**config.mk**
```make
export PLATFORM = sky130hd
export DESIGN_NAME = fpd_ctrl
export DESIGN_NICKNAME = d
export VERILOG_FILES = /design/src/hdl/fpd_pkg.sv /design/src/hdl/fpd_ctrl.sv
export VERILOG_INCLUDE_DIRS = /design/src /design/src/hdl
export SDC_FILE = /design/constraint.sdc
export NUM_CORES = 1
export LEC_CHECK = 0
export ABC_AREA = 1
export BUFFER_PORTS_ARGS = -buffer_cell sky130_fd_sc_hd__buf_2
export CORE_MARGIN = 3
export CORE_UTILIZATION = 50
export CTS_CLUSTER_DIAMETER = 60
export DETAILED_ROUTE_END_ITERATION = 7
export MAX_ROUTING_LAYER = met4
export PLACE_DENSITY = 0.74
export SETUP_SLACK_MARGIN = 0.02
export SYNTH_ARGS = -nofsm -noshare
export SYNTH_HDL_FRONTEND = slang
export SYNTH_SLANG_ARGS = --single-unit
```
**constraint.sdc**
```tcl
create_clock -name clock -period 1.9 [get_ports clock]
set_clock_uncertainty 0.15 [all_clocks]
set_input_delay 0.095 -clock clock [delete_from_list [all_inputs] [get_ports clock]]
set_output_delay 0.095 -clock clock [all_outputs]
set_load 0.01 [all_outputs]
```
**src/hdl/fm_pll_demodulator_assert.svh**
```systemverilog
// Assertion macros for the FM PLL demodulator RTL.
// Included by the modules that carry concurrent checks; no other dependencies.
`ifndef FM_PLL_DEMODULATOR_ASSERT_SVH
`define FM_PLL_DEMODULATOR_ASSERT_SVH

`ifndef SYNTHESIS
// Check an implication (or sequence property) on every clock edge out of reset
`define FPD_ASSERT_IMPL(label, clk, rst, prop, msg) \
   label: assert property (@(posedge clk) disable iff (rst) prop) else $error(msg);
// Check that a condition never holds
`define FPD_ASSERT_NEVER(label, clk, rst, cond, msg) \
   label: assert property (@(posedge clk) disable iff (rst) !(cond)) else $error(msg);
`else
`define FPD_ASSERT_IMPL(label, clk, rst, prop, msg)
`define FPD_ASSERT_NEVER(label, clk, rst, cond, msg)
`endif

`endif

```
**src/hdl/fpd_pkg.sv**
```systemverilog
// Shared types, constants and the CORDIC arctangent table of the FM PLL demodulator.
// No dependencies; used by every module of the block.
package fpd_pkg;

   // Default parameter values
   localparam int CORDIC_STAGES_DEF = 16;
   localparam int PHASE_BITS_DEF    = 32;
   localparam int ATAN_DEPTH        = 24;

   // Field and datapath widths
   localparam int STAGE_W    = 5;
   localparam int SAMPLE_W   = 16;
   localparam int GAIN_W     = 16;
   localparam int STEP_W     = 32;
   localparam int DC_W       = 56;
   localparam int DC_FRAC    = 24;
   localparam int XY_W       = 34;
   localparam int Z_W        = 34;
   localparam int CSR_ADDR_W = 3;
   localparam int CSR_DATA_W = 32;

   // Register indexes
   typedef enum logic [CSR_ADDR_W-1:0] {
      CSR_PROP_GAIN  = 3'd0,
      CSR_INTEG_GAIN = 3'd1,
      CSR_INCR_LOW   = 3'd2,
      CSR_INCR_HIGH  = 3'd3,
      CSR_AUDIO_GAIN = 3'd4,
      CSR_DC_COEFF   = 3'd5
   } csr_idx_type;

   // Register reset values
   localparam logic [GAIN_W-1:0] PROP_GAIN_RST  = 16'd21889;
   localparam logic [GAIN_W-1:0] INTEG_GAIN_RST = 16'd7313;
   localparam logic [STEP_W-1:0] INCR_LOW_RST   = 32'h8666_6666;
   localparam logic [STEP_W-1:0] INCR_HIGH_RST  = 32'h7999_999A;
   localparam logic [GAIN_W-1:0] AUDIO_GAIN_RST = 16'd256;
   localparam logic [GAIN_W-1:0] DC_COEFF_RST   = 16'd1678;

   // Configuration seen by the datapath
   typedef struct packed {
      logic [GAIN_W-1:0]        prop_gain;
      logic [GAIN_W-1:0]        integ_gain;
      logic signed [STEP_W-1:0] incr_low_limit;
      logic signed [STEP_W-1:0] incr_high_limit;
      logic [GAIN_W-1:0]        audio_gain;
      logic [GAIN_W-1:0]        dc_coeff;
   } cfg_type;

   // Commands from the controller to the datapath
   typedef struct packed {
      logic               load;
      logic               rot;
      logic               vec_init;
      logic               vec;
      logic               mult;
      logic               step;
      logic               nco;
      logic               dc;
      logic               aud;
      logic               out_load;
      logic [STAGE_W-1:0] stage;
   } cmd_type;

   // Arctangent of 2^-i in 2^-32 turn units
   function automatic logic [31:0] atan_turn(input logic [STAGE_W-1:0] idx);
      logic [31:0] val;
      unique case (idx)
         5'd0:    val = 32'd536870912;
         5'd1:    val = 32'd316933406;
         5'd2:    val = 32'd167458907;
         5'd3:    val = 32'd85004756;
         5'd4:    val = 32'd42667331;
         5'd5:    val = 32'd21354465;
         5'd6:    val = 32'd10679838;
         5'd7:    val = 32'd5340245;
         5'd8:    val = 32'd2670163;
         5'd9:    val = 32'd1335087;
         5'd10:   val = 32'd667544;
         5'd11:   val = 32'd333772;
         5'd12:   val = 32'd166886;
         5'd13:   val = 32'd83443;
         5'd14:   val = 32'd41722;
         5'd15:   val = 32'd20861;
         5'd16:   val = 32'd10430;
         5'd17:   val = 32'd5215;
         5'd18:   val = 32'd2608;
         5'd19:   val = 32'd1304;
         5'd20:   val = 32'd652;
         5'd21:   val = 32'd326;
         5'd22:   val = 32'd163;
         5'd23:   val = 32'd81;
         default: val = 32'd0;
      endcase
      return val;
   endfunction

endpackage

```
**src/hdl/fpd_ctrl.sv**
```systemverilog
// Sequencing state machine of the FM PLL demodulator: handshakes and CORDIC stage count.
// Depends on fpd_pkg for cmd_type and STAGE_W, and on the assertion macro header.
`include "fm_pll_demodulator_assert.svh"

module fpd_ctrl #(
   parameter int CORDIC_STAGES = fpd_pkg::CORDIC_STAGES_DEF
) (
   input  logic              clock,
   input  logic              reset,
   input  logic              req_tvalid,
   output logic              req_tready,
   output logic              rsp_tvalid,
   input  logic              rsp_tready,
   output fpd_pkg::cmd_type  cmd
);

   localparam int N_EFF = (CORDIC_STAGES < fpd_pkg::ATAN_DEPTH) ?
                          CORDIC_STAGES : fpd_pkg::ATAN_DEPTH;

   typedef enum logic [9:0] {
      S_IDLE  = 10'b00_0000_0001,
      S_ROT   = 10'b00_0000_0010,
      S_VINIT = 10'b00_0000_0100,
      S_VEC   = 10'b00_0000_1000,
      S_MULT  = 10'b00_0001_0000,
      S_STEP  = 10'b00_0010_0000,
      S_NCO   = 10'b00_0100_0000,
      S_DC    = 10'b00_1000_0000,
      S_AUD   = 10'b01_0000_0000,
      S_OUT   = 10'b10_0000_0000
   } state_type;

   state_type                     state_ff, state_in;
   logic [fpd_pkg::STAGE_W-1:0]   stage_ff, stage_in;
   logic                          rsp_valid_ff, rsp_valid_in;
   logic                          accept;
   logic                          stage_last;
   logic                          out_load;

   assign req_tready = (state_ff == S_IDLE);
   assign accept     = req_tvalid && req_tready;
   assign stage_last = (stage_ff == fpd_pkg::STAGE_W'(N_EFF - 1));
   assign out_load   = (state_ff == S_OUT) && (!rsp_valid_ff || rsp_tready);

   // Advance through the per-sample steps
   always_comb begin
      state_in = state_ff;
      stage_in = stage_ff;
      unique case (state_ff)
         S_IDLE: begin
            stage_in = '0;
            if (accept) state_in = S_ROT;
         end
         S_ROT: begin
            if (stage_last) begin
               state_in = S_VINIT;
               stage_in = '0;
            end else begin
               stage_in = stage_ff + 1'b1;
            end
         end
         S_VINIT: begin
            stage_in = '0;
            state_in = S_VEC;
         end
         S_VEC: begin
            if (stage_last) begin
               state_in = S_MULT;
               stage_in = '0;
            end else begin
               stage_in = stage_ff + 1'b1;
            end
         end
         S_MULT:  state_in = S_STEP;
         S_STEP:  state_in = S_NCO;
         S_NCO:   state_in = S_DC;
         S_DC:    state_in = S_AUD;
         S_AUD:   state_in = S_OUT;
         S_OUT: begin
            if (out_load) state_in = S_IDLE;
         end
         default: state_in = S_IDLE;
      endcase
   end

   // Hold the result valid until the receiver takes it
   always_comb begin
      rsp_valid_in = rsp_valid_ff;
      if (out_load) begin
         rsp_valid_in = 1'b1;
      end else if (rsp_tready) begin
         rsp_valid_in = 1'b0;
      end
   end

   always_ff @(posedge clock) begin
      if (reset) begin
         state_ff     <= S_IDLE;
         stage_ff     <= '0;
         rsp_valid_ff <= 1'b0;
      end else begin
         state_ff     <= state_in;
         stage_ff     <= stage_in;
         rsp_valid_ff <= rsp_valid_in;
      end
   end

   assign rsp_tvalid = rsp_valid_ff;

   // Drive the datapath commands
   always_comb begin
      cmd          = '0;
      cmd.load     = accept;
      cmd.rot      = (state_ff == S_ROT);
      cmd.vec_init = (state_ff == S_VINIT);
      cmd.vec      = (state_ff == S_VEC);
      cmd.mult     = (state_ff == S_MULT);
      cmd.step     = (state_ff == S_STEP);
      cmd.nco      = (state_ff == S_NCO);
      cmd.dc       = (state_ff == S_DC);
      cmd.aud      = (state_ff == S_AUD);
      cmd.out_load = out_load;
      cmd.stage    = stage_ff;
   end

   `FPD_ASSERT_IMPL(a_accept_starts_rot, clock, reset, accept |=> (state_ff == S_ROT), "accepted sample did not start rotation")
   `FPD_ASSERT_NEVER(a_no_result_overwrite, clock, reset, out_load && rsp_valid_ff && !rsp_tready, "pending result overwritten")
   `FPD_ASSERT_IMPL(a_stage_in_range, clock, reset, (state_ff == S_ROT || state_ff == S_VEC) |-> (stage_ff < fpd_pkg::STAGE_W'(N_EFF)), "CORDIC stage index out of range")

endmodule

```
Word-level counts from Yosys, hierarchy flattened:

Cells that the tools add are included.

* bits in registers: 16
* input bits: 4
* output and inout bits: 17
* word-level logic and storage cells: 37

* add/sub/neg operators: 1
* equality and inequality tests: 15
* muxes and demuxes: 9
* reduce and logical (&&, ||, !) cells: 9

Operators with widths (count)
* $pmux 10 s10: 1
* $mux 10: 4
* $eq 10x1->1 const B: 1
* $eq 10x10->1 const B: 1
* $eq 10x2->1 const B: 1
* $eq 10x3->1 const B: 1
* $eq 10x4->1 const B: 1
* $eq 10x5->1 const B: 1
* $eq 10x6->1 const B: 1
* $eq 10x7->1 const B: 1
* $eq 10x8->1 const B: 1
* $eq 10x9->1 const B: 1
* $pmux 5 s2: 1
* $ne 2x1->1 const B: 3
* $add 5x1->5 const B: 1
* $eq 5x4->1 const B: 1
* $mux 5: 1
* $reduce_and 4->1: 1
* $reduce_bool 2->1: 2
* $reduce_or 2->1: 2
* $logic_and 1x1->1: 2
* $mux 1: 2
* $ne 2x2->1 const B: 1
* $logic_not 1->1: 1
* $logic_or 1x1->1: 1

Depth between registers and ports, before layout:

* depth after elaboration: 5
* gate-level depth with buffers: 10
* depth with buffers taken out: 10

Least setup slack after synthesis:

No wires, ideal clock.

* path type: register to register
* start: reg stage_ff[0] (netlist bit)
* end: reg state_ff[0]
* library setup time: 64 ps
* data arrival time: 1286 ps
* data required time: 1686 ps
* setup slack: 400 ps
* stages on the path, launching flop included: 10
* path buffers: 0
* clock period less this slack: 1500 ps
* path through: dfxtp_1 ha_1 nand2_1 nor2_1 nand2_1 nand3_1 nand2_2 nor2_4 nand3_1 nand3_1

* word-level cells in the longest chain between the ends: 3

RTL lines
* from (decl): line fpd_ctrl.sv:34 `logic [fpd_pkg::STAGE_W-1:0] stage_ff, stage_in;`
* from (signal assigned): line fpd_ctrl.sv:103 `stage_ff <= stage_in;`
* $eq 5x4->1 *: line fpd_ctrl.sv:42 `assign stage_last = (stage_ff == fpd_pkg::STAGE_W'(N_EFF - 1));`
* $ne 2x1->1 (no source line)
* $reduce_and 4->1 (no source line) *
* to (signal assigned): line fpd_ctrl.sv:102 `state_ff <= state_in;`
* to (decl): line fpd_ctrl.sv:33 `state_type state_ff, state_in;`

Mark *: on every way between the ends. The rest lies on a longest branch, timed or not.
A chain may end at the register's enable or synchronous reset.

==> results.py <==
metrics = {
    "clock_tree": {
        "post_cts_buffers": 0,
        "numCtsBuffers": 3,
        "clk_pin_slew_ps": 90,
        "cts_resized": 0,
        "cts_root_buffer": "clkbuf_4",
        "clk_latency_ps": 280,
        "max-clock-path-buffers": 2,
        "cts_tree": "built",
        "cts_sinks": 16,
        "htreeDepth": 1,
    },
    "logic_synthesis": {
        "synth.yosys.seq_area_share_pct": 31.3,
        "yosysMostFrequentCell": "nor2_1",
        "netlist_instances": 167,
        "synth_top_cell_by_area": "dfxtp_1",
        "synth_nets": 172,
        "ys_types": 20,
        "synth-main-ff-cell": "dfxtp_1",
        "async_flop_share_pct": 0,
        "syn_area_sq_um": 1020,
        "synth-seq-cells": 16,
        "synthTopCellsByCount": "nor2_1 (36), nand2_1 (33), inv_1 (30), nand3_1 (17), dfxtp_1 (16)",
        "yosys.area.top_type_share_pct": 31.3,
        "synth_edf_count": 0,
        "synth.area.top_cells": "dfxtp_1 (31%), nor2_1 (13%), nand2_1 (12%), inv_1 (11%), nand3_1 (8.3%)",
        "syn_avg_cell_area_sq_um": 6.12,
        "ys_warn_count": 0,
    },
    "worst_setup_path": {
        "worst-path-buf-inv": 2,
        "critPathSlowestCell": "dfxtp_1",
        "cp_max_fo": 8,
        "max_stage_delay_ps": 330,
        "path_cells": "inv_1, nand2_2, nor2_1, nand2_1, nor2_1, buf_2",
        "cp_common_cell": "nor2_1",
        "worstSetupStartpointType": "register",
        "cp.arrival_ps": 1430,
        "worst_ep_required_time_ps": 1650,
        "critPathKind": "reg -> out",
        "crit_family": "simple AND/OR/NAND/NOR gates",
        "end_kind": "output port",
    },
    "sta": {
        "fmax_mhz": 599,
        "tightestPinTransition_ps": 336,
        "finalHoldViolations": 0,
        "maxSlewHeadroom_pct": 77.6,
        "period_minus_slack_ps": 1670,
        "finalSetupViolations": 0,
        "maxSlewViolCount": 0,
        "fin_setup_tns_ps": 0,
        "rsz0062_at_grt": "no",
        "timing.final.ws_setup_ps": 229,
        "fin_crit_sh_pct": 87.9,
    },
    "floorplanning": {
        "die_area_sq_um": 2620,
        "placementRows": 15,
        "core_area_sq_um": 1820,
        "io_pins": 21,
        "die_h_microns": 51.2,
        "start_util_pct": 56.2,
        "die_x_microns": 51.2,
    },
    "flow_run": {
        "cap_violations": 0,
    },
    "min_path": {
        "hp-class": "in -> reg",
    },
    "detailed_routing": {
        "totalWireLength_microns": 2190,
        "drtIter0Drc": 17,
        "wire_per_inst_microns": 10.2,
        "firstDrtPassIters": 5,
        "drc": 0,
        "vias": 1013,
        "ant_nets": 0,
        "via_per_inst": 4.71,
    },
    "grt": {
        "grt_pass1_wl_microns": 3840,
        "grt_pass1_vias": 959,
        "antenna_found_initial": 0,
        "grt_max_degree": 12,
        "track_usage_pct": 20.2,
        "overflow": 0,
    },
    "cells_and_area": {
        "num-fill-cells": 199,
        "area_delta_synth_final_pct": 16.5,
        "diodes": 0,
        "final_nets": 196,
        "drive_above_1_share_pct": 24.7,
    },
    "power_and_ir_drop": {
        "p_total_mw": 1.22,
        "ir_drop_mv": 0.814,
        "power_leakage_nw": 0.706,
        "p_per_area_nw_per_um2": 1030,
    },
    "place": {
        "gp_congestion": 0.890,
        "hpwl_microns": 1670,
        "port_buffers": 20,
        "dp_slack_ps": 365,
    },
    "status": {
        "status": "completed",
    },
}
cell families (layout without fill, tap and decap cells):
| family | after synthesis | in the layout | synth area share [%] |
|---|---|---|---|
| AO/OA/AOI/OAI | 7 | 7 | 3.79 |
| AND/OR/NAND/NOR | 104 | 104 | 47.9 |
| buffers and inverters | 38 | 61 | 14.9 |
| XOR/XNOR | 1 | 1 | 0.857 |
| adder cells (fa/ha/maj) | 1 | 1 | 1.22 |
| flip-flops | 16 | 16 | 31.3 |
report_power, final:
group / internal (mW) / switching, mW
registers: 0.372 / 0.0463
logic: 0.206 / 0.376
clock network: 0.117 / 0.107
total: 0.695 / 0.530
cell type report:
class | instances | area, sq um | share of cell area [%]
Clock buffer | 4 | 36.3 | 3.05
Inverter | 35 | 134 | 11.2
Multi-Input combinational cell | 113 | 549 | 46.1
Sequential cell | 16 | 320 | 26.9
Tap cell | 25 | 31.3 | 2.63
Timing Repair Buffer | 22 | 120 | 10.1
metal layers:
layer  vias to the layer above  GRT usage (%)  share of wire (%)  routed length [microns]
met4                         0           13.1                1.7                       38
met3                         4           2.62                4.8                      106
met2                        29           32.8                 47                     1040
li1                        540              -                  -                        -
met5                         -              -                  0                        0
met1                       440           23.3                 46                     1000
metrics by stage:
| stage | hold WS, ps | instances | util (%) | cell area (sq um) |
|---|---|---|---|---|
| 4_1_cts | 22.7 | 215 | 65.4 | 1190 |
| 3_3_place_gp | 184 | 209 | 62.3 | 1130 |
| 5_1_grt | 52.2 | 215 | 65.4 | 1190 |
| 6_report | 30.2 | 215 | 65.4 | 1190 |
| 2_1_floorplan | 7.44 | 167 | - | 1020 |
| 3_5_place_dp | 201 | 209 | 62.3 | 1130 |
worst min-delay path, stage by stage:
cell	delay [ps]
buf_2	70
inv_1	50
nand3_1	120
nand3_1	80
worst paths after layout:
kind / start / endpoint / slack [ps] / cells past startpoint
max: state_ff[8] / cmd[14] / 230 / 6
min: req_tvalid / state_ff[0] / 30 / 4
max reg2reg: stage_ff[0] / state_ff[0] / 330 / 9
min reg2reg: stage_ff[4] / stage_ff[4] / 320 / 2
what timing repair did:
item | in CTS | in global routing
endpoints found under the setup margin | 0 | 0
endpoints found under the hold margin | 5 | 0
hold buffers | 2 | 0
layout by cell type (no fill, tap or decap):
cell / count
xor2_1: 1
clkbuf_8: 1
ha_1: 1
nand2_1: 33
nor2_1: 36
a21oi_2: 1
a21oi_1: 4
nand2_2: 9
nand3_1: 17
dfxtp_1: 16
nand2_4: 1
buf_2: 20
inv_4: 1
clkbuf_4: 3
nand4_1: 1
dlygate4sd3_1: 2
nor2_2: 1
nor2_4: 4
inv_1: 30
nand3_2: 2
o21ai_0: 2
inv_2: 4
sequential cells by signal (all words and copies together), names as in the netlist:
signal and count:
stage_ff 5, rsp_tvalid 1, state_ff 10
(Power assumes the default switching activity.)
