### src/hdl/fm_pll_demodulator_assert.svh
// Assertion macros for the FM PLL demodulator RTL.
// Included by the modules that carry concurrent checks; no other dependencies.
`ifndef FM_PLL_DEMODULATOR_ASSERT_SVH
`define FM_PLL_DEMODULATOR_ASSERT_SVH

`ifndef SYNTHESIS
// Check an implication (or sequence property) on every clock edge out of reset
`define FPD_ASSERT_IMPL(label, clk, rst, prop, msg) \
   label: assert property (@(posedge clk) disable iff (rst) prop) else $error(msg);
// Check that a condition never holds
`define FPD_ASSERT_NEVER(label, clk, rst, cond, msg) \
   label: assert property (@(posedge clk) disable iff (rst) !(cond)) else $error(msg);
`else
`define FPD_ASSERT_IMPL(label, clk, rst, prop, msg)
`define FPD_ASSERT_NEVER(label, clk, rst, cond, msg)
`endif

`endif

### src/hdl/fpd_pkg.sv
// Shared types, constants and the CORDIC arctangent table of the FM PLL demodulator.
// No dependencies; used by every module of the block.
package fpd_pkg;

   // Default parameter values
   localparam int CORDIC_STAGES_DEF = 16;
   localparam int PHASE_BITS_DEF    = 32;
   localparam int ATAN_DEPTH        = 24;

   // Field and datapath widths
   localparam int STAGE_W    = 5;
   localparam int SAMPLE_W   = 16;
   localparam int GAIN_W     = 16;
   localparam int STEP_W     = 32;
   localparam int DC_W       = 56;
   localparam int DC_FRAC    = 24;
   localparam int XY_W       = 34;
   localparam int Z_W        = 34;
   localparam int CSR_ADDR_W = 3;
   localparam int CSR_DATA_W = 32;

   // Register indexes
   typedef enum logic [CSR_ADDR_W-1:0] {
      CSR_PROP_GAIN  = 3'd0,
      CSR_INTEG_GAIN = 3'd1,
      CSR_INCR_LOW   = 3'd2,
      CSR_INCR_HIGH  = 3'd3,
      CSR_AUDIO_GAIN = 3'd4,
      CSR_DC_COEFF   = 3'd5
   } csr_idx_type;

   // Register reset values
   localparam logic [GAIN_W-1:0] PROP_GAIN_RST  = 16'd21889;
   localparam logic [GAIN_W-1:0] INTEG_GAIN_RST = 16'd7313;
   localparam logic [STEP_W-1:0] INCR_LOW_RST   = 32'h8666_6666;
   localparam logic [STEP_W-1:0] INCR_HIGH_RST  = 32'h7999_999A;
   localparam logic [GAIN_W-1:0] AUDIO_GAIN_RST = 16'd256;
   localparam logic [GAIN_W-1:0] DC_COEFF_RST   = 16'd1678;

   // Configuration seen by the datapath
   typedef struct packed {
      logic [GAIN_W-1:0]        prop_gain;
      logic [GAIN_W-1:0]        integ_gain;
      logic signed [STEP_W-1:0] incr_low_limit;
      logic signed [STEP_W-1:0] incr_high_limit;
      logic [GAIN_W-1:0]        audio_gain;
      logic [GAIN_W-1:0]        dc_coeff;
   } cfg_type;

   // Commands from the controller to the datapath
   typedef struct packed {
      logic               load;
      logic               rot;
      logic               vec_init;
      logic               vec;
      logic               mult;
      logic               step;
      logic               nco;
      logic               dc;
      logic               aud;
      logic               out_load;
      logic [STAGE_W-1:0] stage;
   } cmd_type;

   // Arctangent of 2^-i in 2^-32 turn units
   function automatic logic [31:0] atan_turn(input logic [STAGE_W-1:0] idx);
      logic [31:0] val;
      unique case (idx)
         5'd0:    val = 32'd536870912;
         5'd1:    val = 32'd316933406;
         5'd2:    val = 32'd167458907;
         5'd3:    val = 32'd85004756;
         5'd4:    val = 32'd42667331;
         5'd5:    val = 32'd21354465;
         5'd6:    val = 32'd10679838;
         5'd7:    val = 32'd5340245;
         5'd8:    val = 32'd2670163;
         5'd9:    val = 32'd1335087;
         5'd10:   val = 32'd667544;
         5'd11:   val = 32'd333772;
         5'd12:   val = 32'd166886;
         5'd13:   val = 32'd83443;
         5'd14:   val = 32'd41722;
         5'd15:   val = 32'd20861;
         5'd16:   val = 32'd10430;
         5'd17:   val = 32'd5215;
         5'd18:   val = 32'd2608;
         5'd19:   val = 32'd1304;
         5'd20:   val = 32'd652;
         5'd21:   val = 32'd326;
         5'd22:   val = 32'd163;
         5'd23:   val = 32'd81;
         default: val = 32'd0;
      endcase
      return val;
   endfunction

endpackage

### src/hdl/fpd_csr.sv
// Configuration register file of the FM PLL demodulator.
// Depends on fpd_pkg for register indexes, reset values and cfg_type.
module fpd_csr (
   input  logic                             clock,
   input  logic                             reset,
   input  logic                             csr_wr_en,
   input  logic [fpd_pkg::CSR_ADDR_W-1:0]   csr_index,
   input  logic [fpd_pkg::CSR_DATA_W-1:0]   csr_wdata,
   output fpd_pkg::cfg_type                 cfg
);

   fpd_pkg::cfg_type cfg_ff, cfg_in;

   // Decode the write and update the addressed register
   always_comb begin
      cfg_in = cfg_ff;
      if (csr_wr_en) begin
         unique case (csr_index)
            fpd_pkg::CSR_PROP_GAIN:  cfg_in.prop_gain       = csr_wdata[fpd_pkg::GAIN_W-1:0];
            fpd_pkg::CSR_INTEG_GAIN: cfg_in.integ_gain      = csr_wdata[fpd_pkg::GAIN_W-1:0];
            fpd_pkg::CSR_INCR_LOW:   cfg_in.incr_low_limit  = csr_wdata[fpd_pkg::STEP_W-1:0];
            fpd_pkg::CSR_INCR_HIGH:  cfg_in.incr_high_limit = csr_wdata[fpd_pkg::STEP_W-1:0];
            fpd_pkg::CSR_AUDIO_GAIN: cfg_in.audio_gain      = csr_wdata[fpd_pkg::GAIN_W-1:0];
            fpd_pkg::CSR_DC_COEFF:   cfg_in.dc_coeff        = csr_wdata[fpd_pkg::GAIN_W-1:0];
            default:                 cfg_in = cfg_ff;
         endcase
      end
   end

   always_ff @(posedge clock) begin
      if (reset) begin
         cfg_ff.prop_gain       <= fpd_pkg::PROP_GAIN_RST;
         cfg_ff.integ_gain      <= fpd_pkg::INTEG_GAIN_RST;
         cfg_ff.incr_low_limit  <= fpd_pkg::INCR_LOW_RST;
         cfg_ff.incr_high_limit <= fpd_pkg::INCR_HIGH_RST;
         cfg_ff.audio_gain      <= fpd_pkg::AUDIO_GAIN_RST;
         cfg_ff.dc_coeff        <= fpd_pkg::DC_COEFF_RST;
      end else begin
         cfg_ff <= cfg_in;
      end
   end

   assign cfg = cfg_ff;

endmodule

### config.mk
export PLATFORM = sky130hd
export DESIGN_NAME = fpd_csr
export DESIGN_NICKNAME = d
export VERILOG_FILES = /design/src/hdl/fm_pll_demodulator_assert.svh /design/src/hdl/fpd_pkg.sv /design/src/hdl/fpd_csr.sv
export SDC_FILE = /design/constraint.sdc
export NUM_CORES = 1
export LEC_CHECK = 0
export BUFFER_PORTS_ARGS = -buffer_cell sky130_fd_sc_hd__buf_2
export CORE_ASPECT_RATIO = 0.75
export CORE_MARGIN = 2
export CORE_UTILIZATION = 30
export DETAILED_ROUTE_END_ITERATION = 8
export PLACE_DENSITY = 0.59
export SYNTH_ARGS = -nofsm -noshare
export SYNTH_HDL_FRONTEND = slang
export SYNTH_SLANG_ARGS = --single-unit
### constraint.sdc
create_clock -name clock -period 1.95 [get_ports clock]
set_input_delay 0.2925 -clock clock [delete_from_list [all_inputs] [get_ports clock]]
set_output_delay 0.2925 -clock clock [all_outputs]
set_load 0.05 [all_outputs]
# Yosys cells after proc, flatten, opt, wreduce, memory -nomap -nowiden
# Index checks and enable logic that the tools add are counted.
[word_totals]
inputBits = 38
romBits = 0
latch_bits = 0
ramBits = 0
out_inout_bits = 128
wordCells = 18
n_memories = 0
ff_bits = 128
[classes]
n_eq_ne = 5
n_mul = 0
n_reduce_logical = 7
magnitude_cmp = 0
div = 0
n_shift = 0
n_addsub = 0
bitwise_logic = 0
mux = 0
[ops]
columns = ["op", "n"]
rows = [
  ["2-bit AND reduction", 6],
  ["3-bit by 2-bit == test with 1-bit output, second input constant", 2],
  ["3-bit == test, second input constant", 2],
  ["3-bit by 1-bit == test with 1-bit output, second input constant", 1],
  ["3-bit logical NOT", 1],
]

# Depth between registers and ports, before layout
# Gate-level depths: netlist of the first run.
[depth]
word_depth = 2
depth_mapped = 5
mapped_depth_nobuf = 2

# Worst setup path after synthesis of the first run
# Ideal clock, no wire load.
[synth_path]
path_kind = "input port to flip-flop"
startpoint = "input csr_index[0] in the netlist's numbering"
endpoint = "register cfg_ff, in the netlist cfg[119]"
arrival_ns = 1.332
setup_ns = 0.126
path_slack_ns = 0.492
path_stages = 5
t_required_ns = 1.824
n_path_buf = 3
cell_sequence = "buf_2 > or4b_1 > buf_6 > buf_12 > mux2i_1"
[synth_via]
elab_chain_cells = 2
[synth_rtl]
columns = ["element", "line_no", "text"]
rows = [
  ["start, declared", "fpd_csr.sv:7", "input logic [fpd_pkg::CSR_ADDR_W-1:0] csr_index,"],
  ["3-bit logical NOT", "fpd_csr.sv:18", "unique case (csr_index)"],
  ["2-bit AND reduction (no source line)", "--", ""],
  ["end signal, assigned", "fpd_csr.sv:39", "cfg_ff <= cfg_in;"],
  ["end, declared", "fpd_csr.sv:12", "fpd_pkg::cfg_type cfg_ff, cfg_in;"],
]
# No other way between the ends.
# A chain may end at the register's enable or synchronous reset.

# Final worst setup path of the first run
[layout_path]
startpoint = "register cfg_ff, in the netlist cfg[39]"
endpoint = "output cfg[39] in the netlist's numbering"
[layout_rtl]
columns = ["element", "line_no", "text"]
rows = [
  ["end, declared", "fpd_csr.sv:9", "output fpd_pkg::cfg_type cfg"],
]
# No word-level cell between the ends.

==> results.md, run 1 <==
* Area occupied by multi-input gates at 2390 µm²
* Io pins at 166
* Synthesized netlist cell count at 498
* Starting DRT DRC Count at 191
* CP top delay family: flip-flops
* Worst Reg2Reg Path Length in Cells at 2
* Leakage at 3.18 nW
* Number of synthesized register bits at 128
* Inst Count DP at ~850
* Crit path launch type: flip-flop
* Crit path DAT at 1.07 ns
* CTS tree: yes
* Most common library cells after synthesis: dfxtp_1 (128), mux2i_1 (128), nand2b_1 (109)
* Post-synth EDFFs at 0
* Largest family of logic cells by synthesized area: multiplexers
* Gr usage total at 0.148
* DR WL met2 at 5770 µm
* Max layer used: met4
* Critical path class: reg2out
* RSZ-0062 raised after global routing: false
* Compound-Gate Fraction of Synth Area at 0
* Synth Area in XOR/XNOR at 0
* Worst setup margin at about 0.6 ns
* PD cells at 983 nW/µm²
* Routed WL at 13,400 µm
* Reg-to-reg setup timing slack at 1.31 ns
* Fillcell total at 1,660
* Resized cells post-CTS at 0
* Synth Area in Adders at 0
* Synth Warn # at 0
* Num CTS Buffers at 17
* Post-Synth Simple-Gate Area at 0.214
* Crit-path max FO at 2
* Reg area at 2560 µm²
* Ys flop type: dfxtp_1
* Met3 wire len at 1080 µm
* Final HPWL DP at 9590 µm
* Routability cong. at 0.783
* Max FFs per register at 128
* Post-synth ARST share at 0
* Worst Hold Class: in2reg
* Avg Synthesized Cell Area at 10.3 µm²
* CTS Hold Bufs at 0
* Final #Nets at 694
* Clk sinks at 128
* Final hold violation count at 0
* Initial antenna violation count at 0
* Row count at 41
* Clk_lat worst skew at 0.41 ns
* Tcrit/Tclk final at 0.697
* Max_slew headroom at 0.646
* Die Y at about 120 µm
* Clock Pin Slew Worst Setup and Hold Paths at 0.06 ns
* Slowest stage delay, CP at 0.37 ns
* Top-area cell type share of the netlist area at 0.497
* Die area at 18,300 µm²
* Met1 Routed Length at 6400 µm
* Root Buffer: clkbuf_16
* FMAX at 735 MHz
* Synth area leaders: dfxtp_1 (50%), mux2i_1 (25%), nand2b_1 (13%)
* Die width at 155 µm
* Synth-to-layout area growth at 32.3%
* Final setup viols at 0
* Share of post-route cells with drive strength above 1 at 0.317
* Inserted Diodes at 0
* Port bufs at 165
* Peak supply drop at 497 µV
* CP max-delay cell: dfxtp_1
* First-pass GRT wire length at roughly 21,000 µm
* Setup TNS at 0 ns
* CTS HTree Levels at 4
* Pin count of the biggest net entering global routing at 64
* Worst Skew at 0 ns
* Clock Tree Buf Depth at 2
* Initial Utilization at 0.306
* CP bufs+invs at 1
* Final cell count without fillers at 884
* Final min period at approximately 1.4 ns
* Outcome: finished clean
* Gr ovfl total at 0
* Worst Tran Pin Value at 0.530 ns
* Net count after synthesis at ~540
* # Post-CTS Setup Buffers at 0
* Post-synthesis mux area share at 0.249
* WL per Instance at 15.1 µm
* Via Count at 3,935
* Final core occ at 0.405
* Drt pass-1 iters at 4
* Worst path depth at 1
* ANT nets after route at 0
* Post-synthesis sequential area ratio at 0.497
* # DRC at 0
* Vias in the first global route at 3,905
* Core footprint at 16,800 µm²
* Placement Setup Slack at 0.463 ns
* CP Data Required Time at 1.66 ns
* Slew Limit Fails at 0
* Crit-path cells: buf_2
* Area leader, netlist: dfxtp_1
* Post-synthesis cell type count at 15
* Vias per Instance at 4.45
* Worst setup EP type: output pin
* Mapped Area at 5150 µm²
* Cells on Worst Hold Path at 3
* Max-cap violations at 0
## path summary, 6_finish.rpt
| path | from | end |
|---|---|---|
| setup / recovery | cfg[39]$_SDFFE_PP1P_ | cfg[39] |
| hold / removal | csr_wdata[16] | cfg[80]$_SDFFE_PP0P_ |
| setup reg to reg | cfg[67]$_SDFFE_PP0P_ | cfg[67]$_SDFFE_PP0P_ |
| hold reg to reg | cfg[83]$_SDFFE_PP0P_ | cfg[83]$_SDFFE_PP0P_ |
## cell type report
type | count | area share
multi-input cells | 330 | 0.350
repair buffers | 179 | 0.142
clock buffers | 22 | 0.0695
clock inverters | 10 | 0.0231
well taps | 215 | 0.0394
flip-flops and latches | 128 | 0.376
## through the flow
step / hold slack [ns] / area, µm² / total power, mW
2_1_floorplan: 0.448 / 5150 / 3.20
3_3_place_gp: 0.455 / 6190 / 3.36
3_5_place_dp: 0.463 / 6190 / 3.37
4_1_cts: 0.128 / 6820 / 6.79
5_1_grt: 0.147 / 6820 / 6.96
6_report: 0.149 / 6820 / 6.70
## layout by cell type, fill, tap and decap left out, types with 2 or more instances in the layout
cell         n
clkbuf_8     3
nand4b_1     2
mux2i_1    128
and4bb_2     2
clkinv_2     4
buf_4       12
nor2_1      83
clkinv_4     2
nand2b_1   109
nand4bb_1    3
clkbuf_16   17
clkbuf_1     2
dfxtp_1    128
bufinv_16    4
buf_2      164
buf_12       3
## report_power, final
part | internal (mW) | switching, mW | total, mW | leakage [nW]
clock | 2.24 | 1.16 | 3.39 | 0.314
combinational | 0.194 | 0.408 | 0.602 | 1.83
sequential | 2.68 | 0.0320 | 2.71 | 1.04
total | 5.11 | 1.60 | 6.70 | 3.18
## cells by family (layout without fill, tap and decap cells)
family | Yosys count | in the layout
simple gates | 202 | 202
mux | 128 | 128
flops | 128 | 128
buf+inv | 40 | 211
## routing by layer
metal  vias to the layer above  track usage
met5                         -            0
li1                       1949            -
met1                      1866        0.197
met4                         0       0.0378
met2                       109        0.218
met3                        11       0.0659
No activity file was read; power rests on OpenSTA's default activity.
==> inputs of run 2 (changes only) <==
==> constraint.sdc (replaced) <==
create_clock -name clock -period 1.3 [get_ports clock]
set_input_delay 0.195 -clock clock [delete_from_list [all_inputs] [get_ports clock]]
set_output_delay 0.195 -clock clock [all_outputs]
set_load 0.05 [all_outputs]
==> run 2 against run 1 <==
Net effect: clock power rose by 37%; flip-flop and latch count did not move; cell count rose by 0.68%; sequential power rose by 50%; register-to-register slack got worse by 0.64 ns; total power rose by 44%; combinational power rose by 58%; via count rose by 0.61%; worst hold slack got worse by 0.10 ns; non-clock buffer count rose by 8; count of clock-buffer cells in the layout rose by 2; critical endpoint is now cfg[119].
==> results.md, run 2 (synthesized netlist as in run 1, its figures left out) <==
* # DRC at 0
* Vias per Instance at 4.45
* Clock Tree Buf Depth at 2
* CTS tree: yes
* Critical path class: reg2out
* CP max-delay cell: dfxtp_1
* Outcome: finished clean
* Crit path launch type: flip-flop
* Clock network power share at 0.481
* Max layer used: met4
* Sequential fraction of design power at 0.421
* Slew Limit Fails at 0
* Via Count at 3,959
* Clk_lat worst skew at 0.42 ns
* Tcrit/Tclk final at 0.967
* DR WL met2 at between 5000 and 6000 µm
* Slowest stage delay, CP at 0.36 ns
* Final HPWL DP at 9650 µm
* Row count at 41
* Combinational power share at 0.098
* CTS HTree Levels at 4
* CP top delay family: flip-flops
* Pwr Total at 9.64 mW
* Routability cong. at 0.804
* Gr usage total at 0.153
* Initial Utilization at 0.306
* Share of post-route cells with drive strength above 1 at 0.320
* Max_slew headroom at 0.784
* Gr ovfl total at 0
* Worst setup margin at 0.0427 ns
* Met1 Routed Length at 6870 µm
* Synth-to-layout area growth at 34.2%
* Num CTS Buffers at 17
* Worst Hold Class: in2reg
* First-pass GRT wire length at 21,700 µm
* Clock Pin Slew Worst Setup and Hold Paths at 0.06 ns
* Worst setup EP type: output pin
* Max FFs per register at roughly 130
* Die area at about 18,000 µm²
* Most frequent cells in the layout: buf_2 (162), mux2i_1 (128), dfxtp_1 (128)
* Starting DRT DRC Count at 177
* Port bufs at 165
* Final setup viols at 0
* Leakage at 3.22 nW
* PD cells at 1390 nW/µm²
* Root Buffer: clkbuf_16
* Crit path DAT at 1.06 ns
* Die width at 155 µm
* Io pins at 166
* Worst Tran Pin Value at 0.323 ns
* Met3 wire len at 822 µm
* Crit-path cells: buf_2
* Vias in the first global route at 4,106
* Final min period at around 1.3 ns
* Peak supply drop at slightly below 800 µV
* Cell-internal power at 7.28 mW
* Inserted Diodes at 0
* Commonest non-fill, non-tap cell in the layout: buf_2
* Placement Setup Slack at -0.0363 ns
* Final #Nets at 702
* Crit-path max FO at 2
* Core footprint at 16,800 µm²
* Drt pass-1 iters at 4
* CTS Hold Bufs at 0
* Die Y at 118 µm
* CP Data Required Time at 1.11 ns
* ANT nets after route at 0
* WHS at 0.0495 ns
* Final hold violation count at 0
* Pin count of the biggest net entering global routing at 93
* CP bufs+invs at 1
* Worst Skew at 0 ns
* Final core occ at 0.411
* Switching power share of the total at 0.245
* RSZ-0062 raised after global routing: false
* Initial antenna violation count at 0
* Routed WL at between 10,000 and 15,000 µm
* FMAX at 795 MHz
* Sw Pwr at 2.37 mW
* Max-cap violations at 0
* WL per Instance at 15.2 µm
* Clk sinks at 128
[run 2: worst paths after layout]
check | startpoint | end | slack (ns) | cells past startpoint
worst min register to register | cfg[99]$_SDFFE_PP0P_ | cfg[99]$_SDFFE_PP0P_ | 0.47 | 2
worst max-delay path | cfg[119]$_SDFFE_PP1P_ | cfg[119] | 0.04 | 1
worst max register to register | cfg[124]$_SDFFE_PP1P_ | cfg[124]$_SDFFE_PP1P_ | 0.67 | 2
worst min-delay path | csr_wdata[29] | cfg[93]$_SDFFE_PP0P_ | 0.05 | 3
[run 2: timing repair]
action / CTS / global route
endpoints found under the setup margin: 0 / 2
gates resized for setup: 0 / 2
setup buffers: 0 / 0
[run 2: per-layer routing]
layer,track usage,vias to the layer above
li1,-,1963
met3,0.0552,17
met4,0.0562,0
met2,0.221,112
met1,0.208,1867
met5,0,-
[run 2: through the flow]
stage | std cells | setup TNS, ns | instance area [µm²]
after floorplan | 498 | -0.373 | 5160
after global placement | 860 | -0.153 | 6350
after detailed placement | 860 | -0.379 | 6350
after CTS | 890 | 0 | 6910
after global routing | 890 | 0 | 6920
final | 890 | 0 | 6920
[run 2: cell type report]
class                           instances  area [µm²]
Tap cell                              215         269
Fill cell                            1645        9910
Clock buffer                           24         482
Multi-Input combinational cell        330        2390
Clock inverter                          6        82.6
Timing Repair Buffer                  187        1140
Sequential cell                       128        2560
[run 2: power by group through the flow]
stage / Combinational (mW) / Clock, mW / Sequential [mW]
6_report: 0.949 / 4.63 / 4.06
5_1_grt: 1.01 / 4.96 / 4.07
3_5_place_dp: 0.953 / 0 / 4.14
4_1_cts: 0.956 / 4.77 / 4.06
3_3_place_gp: 0.938 / 0 / 4.14
2_1_floorplan: 0.357 / 0 / 4.44
==> inputs of run 3 (changes only) <==
--- a/config.mk
+++ b/config.mk
@@ -9,8 +9,10 @@
 export CORE_ASPECT_RATIO = 0.75
 export CORE_MARGIN = 2
 export CORE_UTILIZATION = 30
+export CTS_BUF_LIST = sky130_fd_sc_hd__clkbuf_8
 export DETAILED_ROUTE_END_ITERATION = 8
-export PLACE_DENSITY = 0.59
+export PLACE_DENSITY = 0.61
 export SYNTH_ARGS = -nofsm -noshare
 export SYNTH_HDL_FRONTEND = slang
 export SYNTH_SLANG_ARGS = --single-unit
+export TNS_END_PERCENT = 1
==> constraint.sdc (replaced) <==
create_clock -name clock -period 1 [get_ports clock]
set_input_delay 0.15 -clock clock [delete_from_list [all_inputs] [get_ports clock]]
set_output_delay 0.15 -clock clock [all_outputs]
set_load 0.05 [all_outputs]
==> run 3 against run 2 <==
Net effect: clock skew unchanged; total power up 19%; the run now ends with setup timing left; die area unchanged; critical endpoint is now cfg[106]; first-iteration DRC count is 4.0% lower; worst hold slack lost 0.014 ns; non-clock buffer count rose by 38; cell count up 4.5%; sequential share of layout area fell by 5.1 points; sequential power grew 31%; wire length is 9.3% higher; flip-flop and latch count stayed put.
==> results.md, run 3 (synthesized netlist as in run 1, its figures left out) <==
* Crit-path max FO at 2
* FF-to-FF Start: cfg[108]$_SDFFE_PP1P_
* Tcrit/Tclk final at 1.11
* Clk sinks at 128
* Vias in the first global route at 4,369
* WHS at between 0.03 and 0.04 ns
* Critical path class: reg2out
* CTS tree: yes
* FF-to-FF End: cfg[108]$_SDFFE_PP1P_
* Max-cap violations at 0
* Reg-to-reg setup timing slack at just under 0.3 ns
* Starting DRT DRC Count at 170
* Initial antenna violation count at 0
* Num CTS Buffers at 17
* CP top delay family: flip-flops
* # DRC at 0
* FMAX at between 900 and 1000 MHz
* Final #Nets at 740
* Drt pass-1 iters at 6
* Outcome: finished, violations left
* Synth-to-layout area growth at 65.8%
* Final HPWL DP at a little under 10,000 µm
* Root Buffer: clkbuf_8
* Crit path launch type: flip-flop
* Design area at 8550 µm²
* Slew Limit Fails at 0
* Io pins at 166
* Vias per Instance at 4.52
* Placed inst area at 6460 µm²
* Worst Skew at 0 ns
* CP max-delay cell: dfxtp_2
* Clk_lat worst skew at 0.43 ns
* Row count at 41
* Share of post-route cells with drive strength above 1 at 0.502
* Final min period at 1.11 ns
* WL per Instance at 15.9 µm
* Peak supply drop at just over 700 µV
* CTS HTree Levels at 4
* Worst Hold Class: in2reg
* Leakage at between 3 and 4 nW
* Fillcell total at 1,447
* Worst path depth at 1
* Worst Reg2Reg Path Length in Cells at 2
* Slowest stage delay, CP at 0.36 ns
* Worst setup margin at -0.110 ns
* Via Count at 4,203
* Die width at 155 µm
* Pin count of the biggest net entering global routing at 40
* Clock Tree Buf Depth at 2
* Routability cong. at 0.788
* Gr usage total at 0.164
* RSZ-0062 raised after global routing: true
* Core footprint at 16,800 µm²
* Crit-path cells: buf_8
* Die Y at approximately 120 µm
* Inserted Diodes at 0
* PD cells at 1350 nW/µm²
* Max_slew headroom at 0.775
* Worst Tran Pin Value at approximately 0.34 ns
* Final setup viols at 128
* First-pass GRT wire length at 23,200 µm
* Max FFs per register at 128
* Die area at about 18,000 µm²
* ANT nets after route at 0
* Routed WL at 14,800 µm
* CP Data Required Time at around 0.85 ns
* Most frequent cells in the layout: mux2i_1 (128), dfxtp_2 (125), buf_8 (117)
* Failing checks: setup timing
* Area occupied by multi-input gates at 2390 µm²
* Setup crit start: cfg[106]$_SDFFE_PP1P_
* Worst Setup EP: cfg[106]
* Reg area at 2730 µm²
* CP bufs+invs at 1
* Gr ovfl total at 0
* Crit path DAT at 0.96 ns
* Commonest non-fill, non-tap cell in the layout: mux2i_1
* Final hold violation count at 0
* Initial Utilization at 0.306
* Worst setup EP type: output pin
* Clock Pin Slew Worst Setup and Hold Paths at 0.08 ns
* Port bufs at 165
run 3: cell types whose count changed in the layout (fill, tap and decap cells not counted), sizes merged:
cell and delta:
inv +2, dlygate4sd3 +27, clkinvlp +4, clkbuf -4, buf +13, clkinv -2
run 3: worst min path at each step:
stage             startpoint              endpoint  slack (ns)  cells after the start
2_1_floorplan  csr_wdata[17]  cfg[49]$_SDFFE_PP0P_        0.31                      2
3_3_place_gp   csr_wdata[22]  cfg[86]$_SDFFE_PP1P_        0.42                      3
3_5_place_dp   csr_wdata[30]  cfg[62]$_SDFFE_PP1P_        0.44                      3
4_1_cts         csr_wdata[3]  cfg[35]$_SDFFE_PP1P_       0.003                      3
5_1_grt         csr_wdata[3]  cfg[35]$_SDFFE_PP1P_        0.02                      3
6_report        csr_wdata[3]  cfg[35]$_SDFFE_PP1P_        0.04                      3
run 3: routing by layer:
layer  track usage  vias to the layer above  part of all wire
met5             0                        -                 0
met4        0.0464                        0            0.0095
met3        0.0637                       14             0.070
met2         0.260                      125              0.47
met1         0.206                     2023              0.46
li1              -                     2041                 -
run 3: area by class of cell:
cell class              instances  share of cell area
multi-input cells             330               0.279
flip-flops and latches        128               0.319
clock inverters                10              0.0129
well taps                     215              0.0315
clock buffers                  22              0.0354
repair buffers                225               0.322
run 3: per-stage QoR:
stage | total power [mW] | setup slack, ns | cells | util | setup TNS, ns
global placement | 6.64 | -0.275 | 871 | 0.384 | -21.57
CTS | 11.6 | -0.152 | 930 | 0.502 | -15.99
floorplan | 6.24 | -0.295 | 498 | - | -13.60
finish | 11.5 | -0.110 | 930 | 0.508 | -10.87
detailed placement | 6.67 | -0.303 | 871 | 0.384 | -23.35
global route | 12.0 | -0.168 | 930 | 0.508 | -18.65
run 3: repair_timing:
item / CTS / global route
setup buffers: 0 / 0
hold buffers: 27 / 0
gates cloned: 0 / 0
resized for setup: 475 / 29
setup endpoints to repair: 128 / 128
endpoints found under the hold margin: 47 / 0
run 3: power by group:
group	internal (mW)	switching (mW)	total, mW
combinational	0.736	0.843	1.58
sequential	5.22	0.108	5.33
clock	2.53	2.08	4.61
total	8.49	3.03	11.5
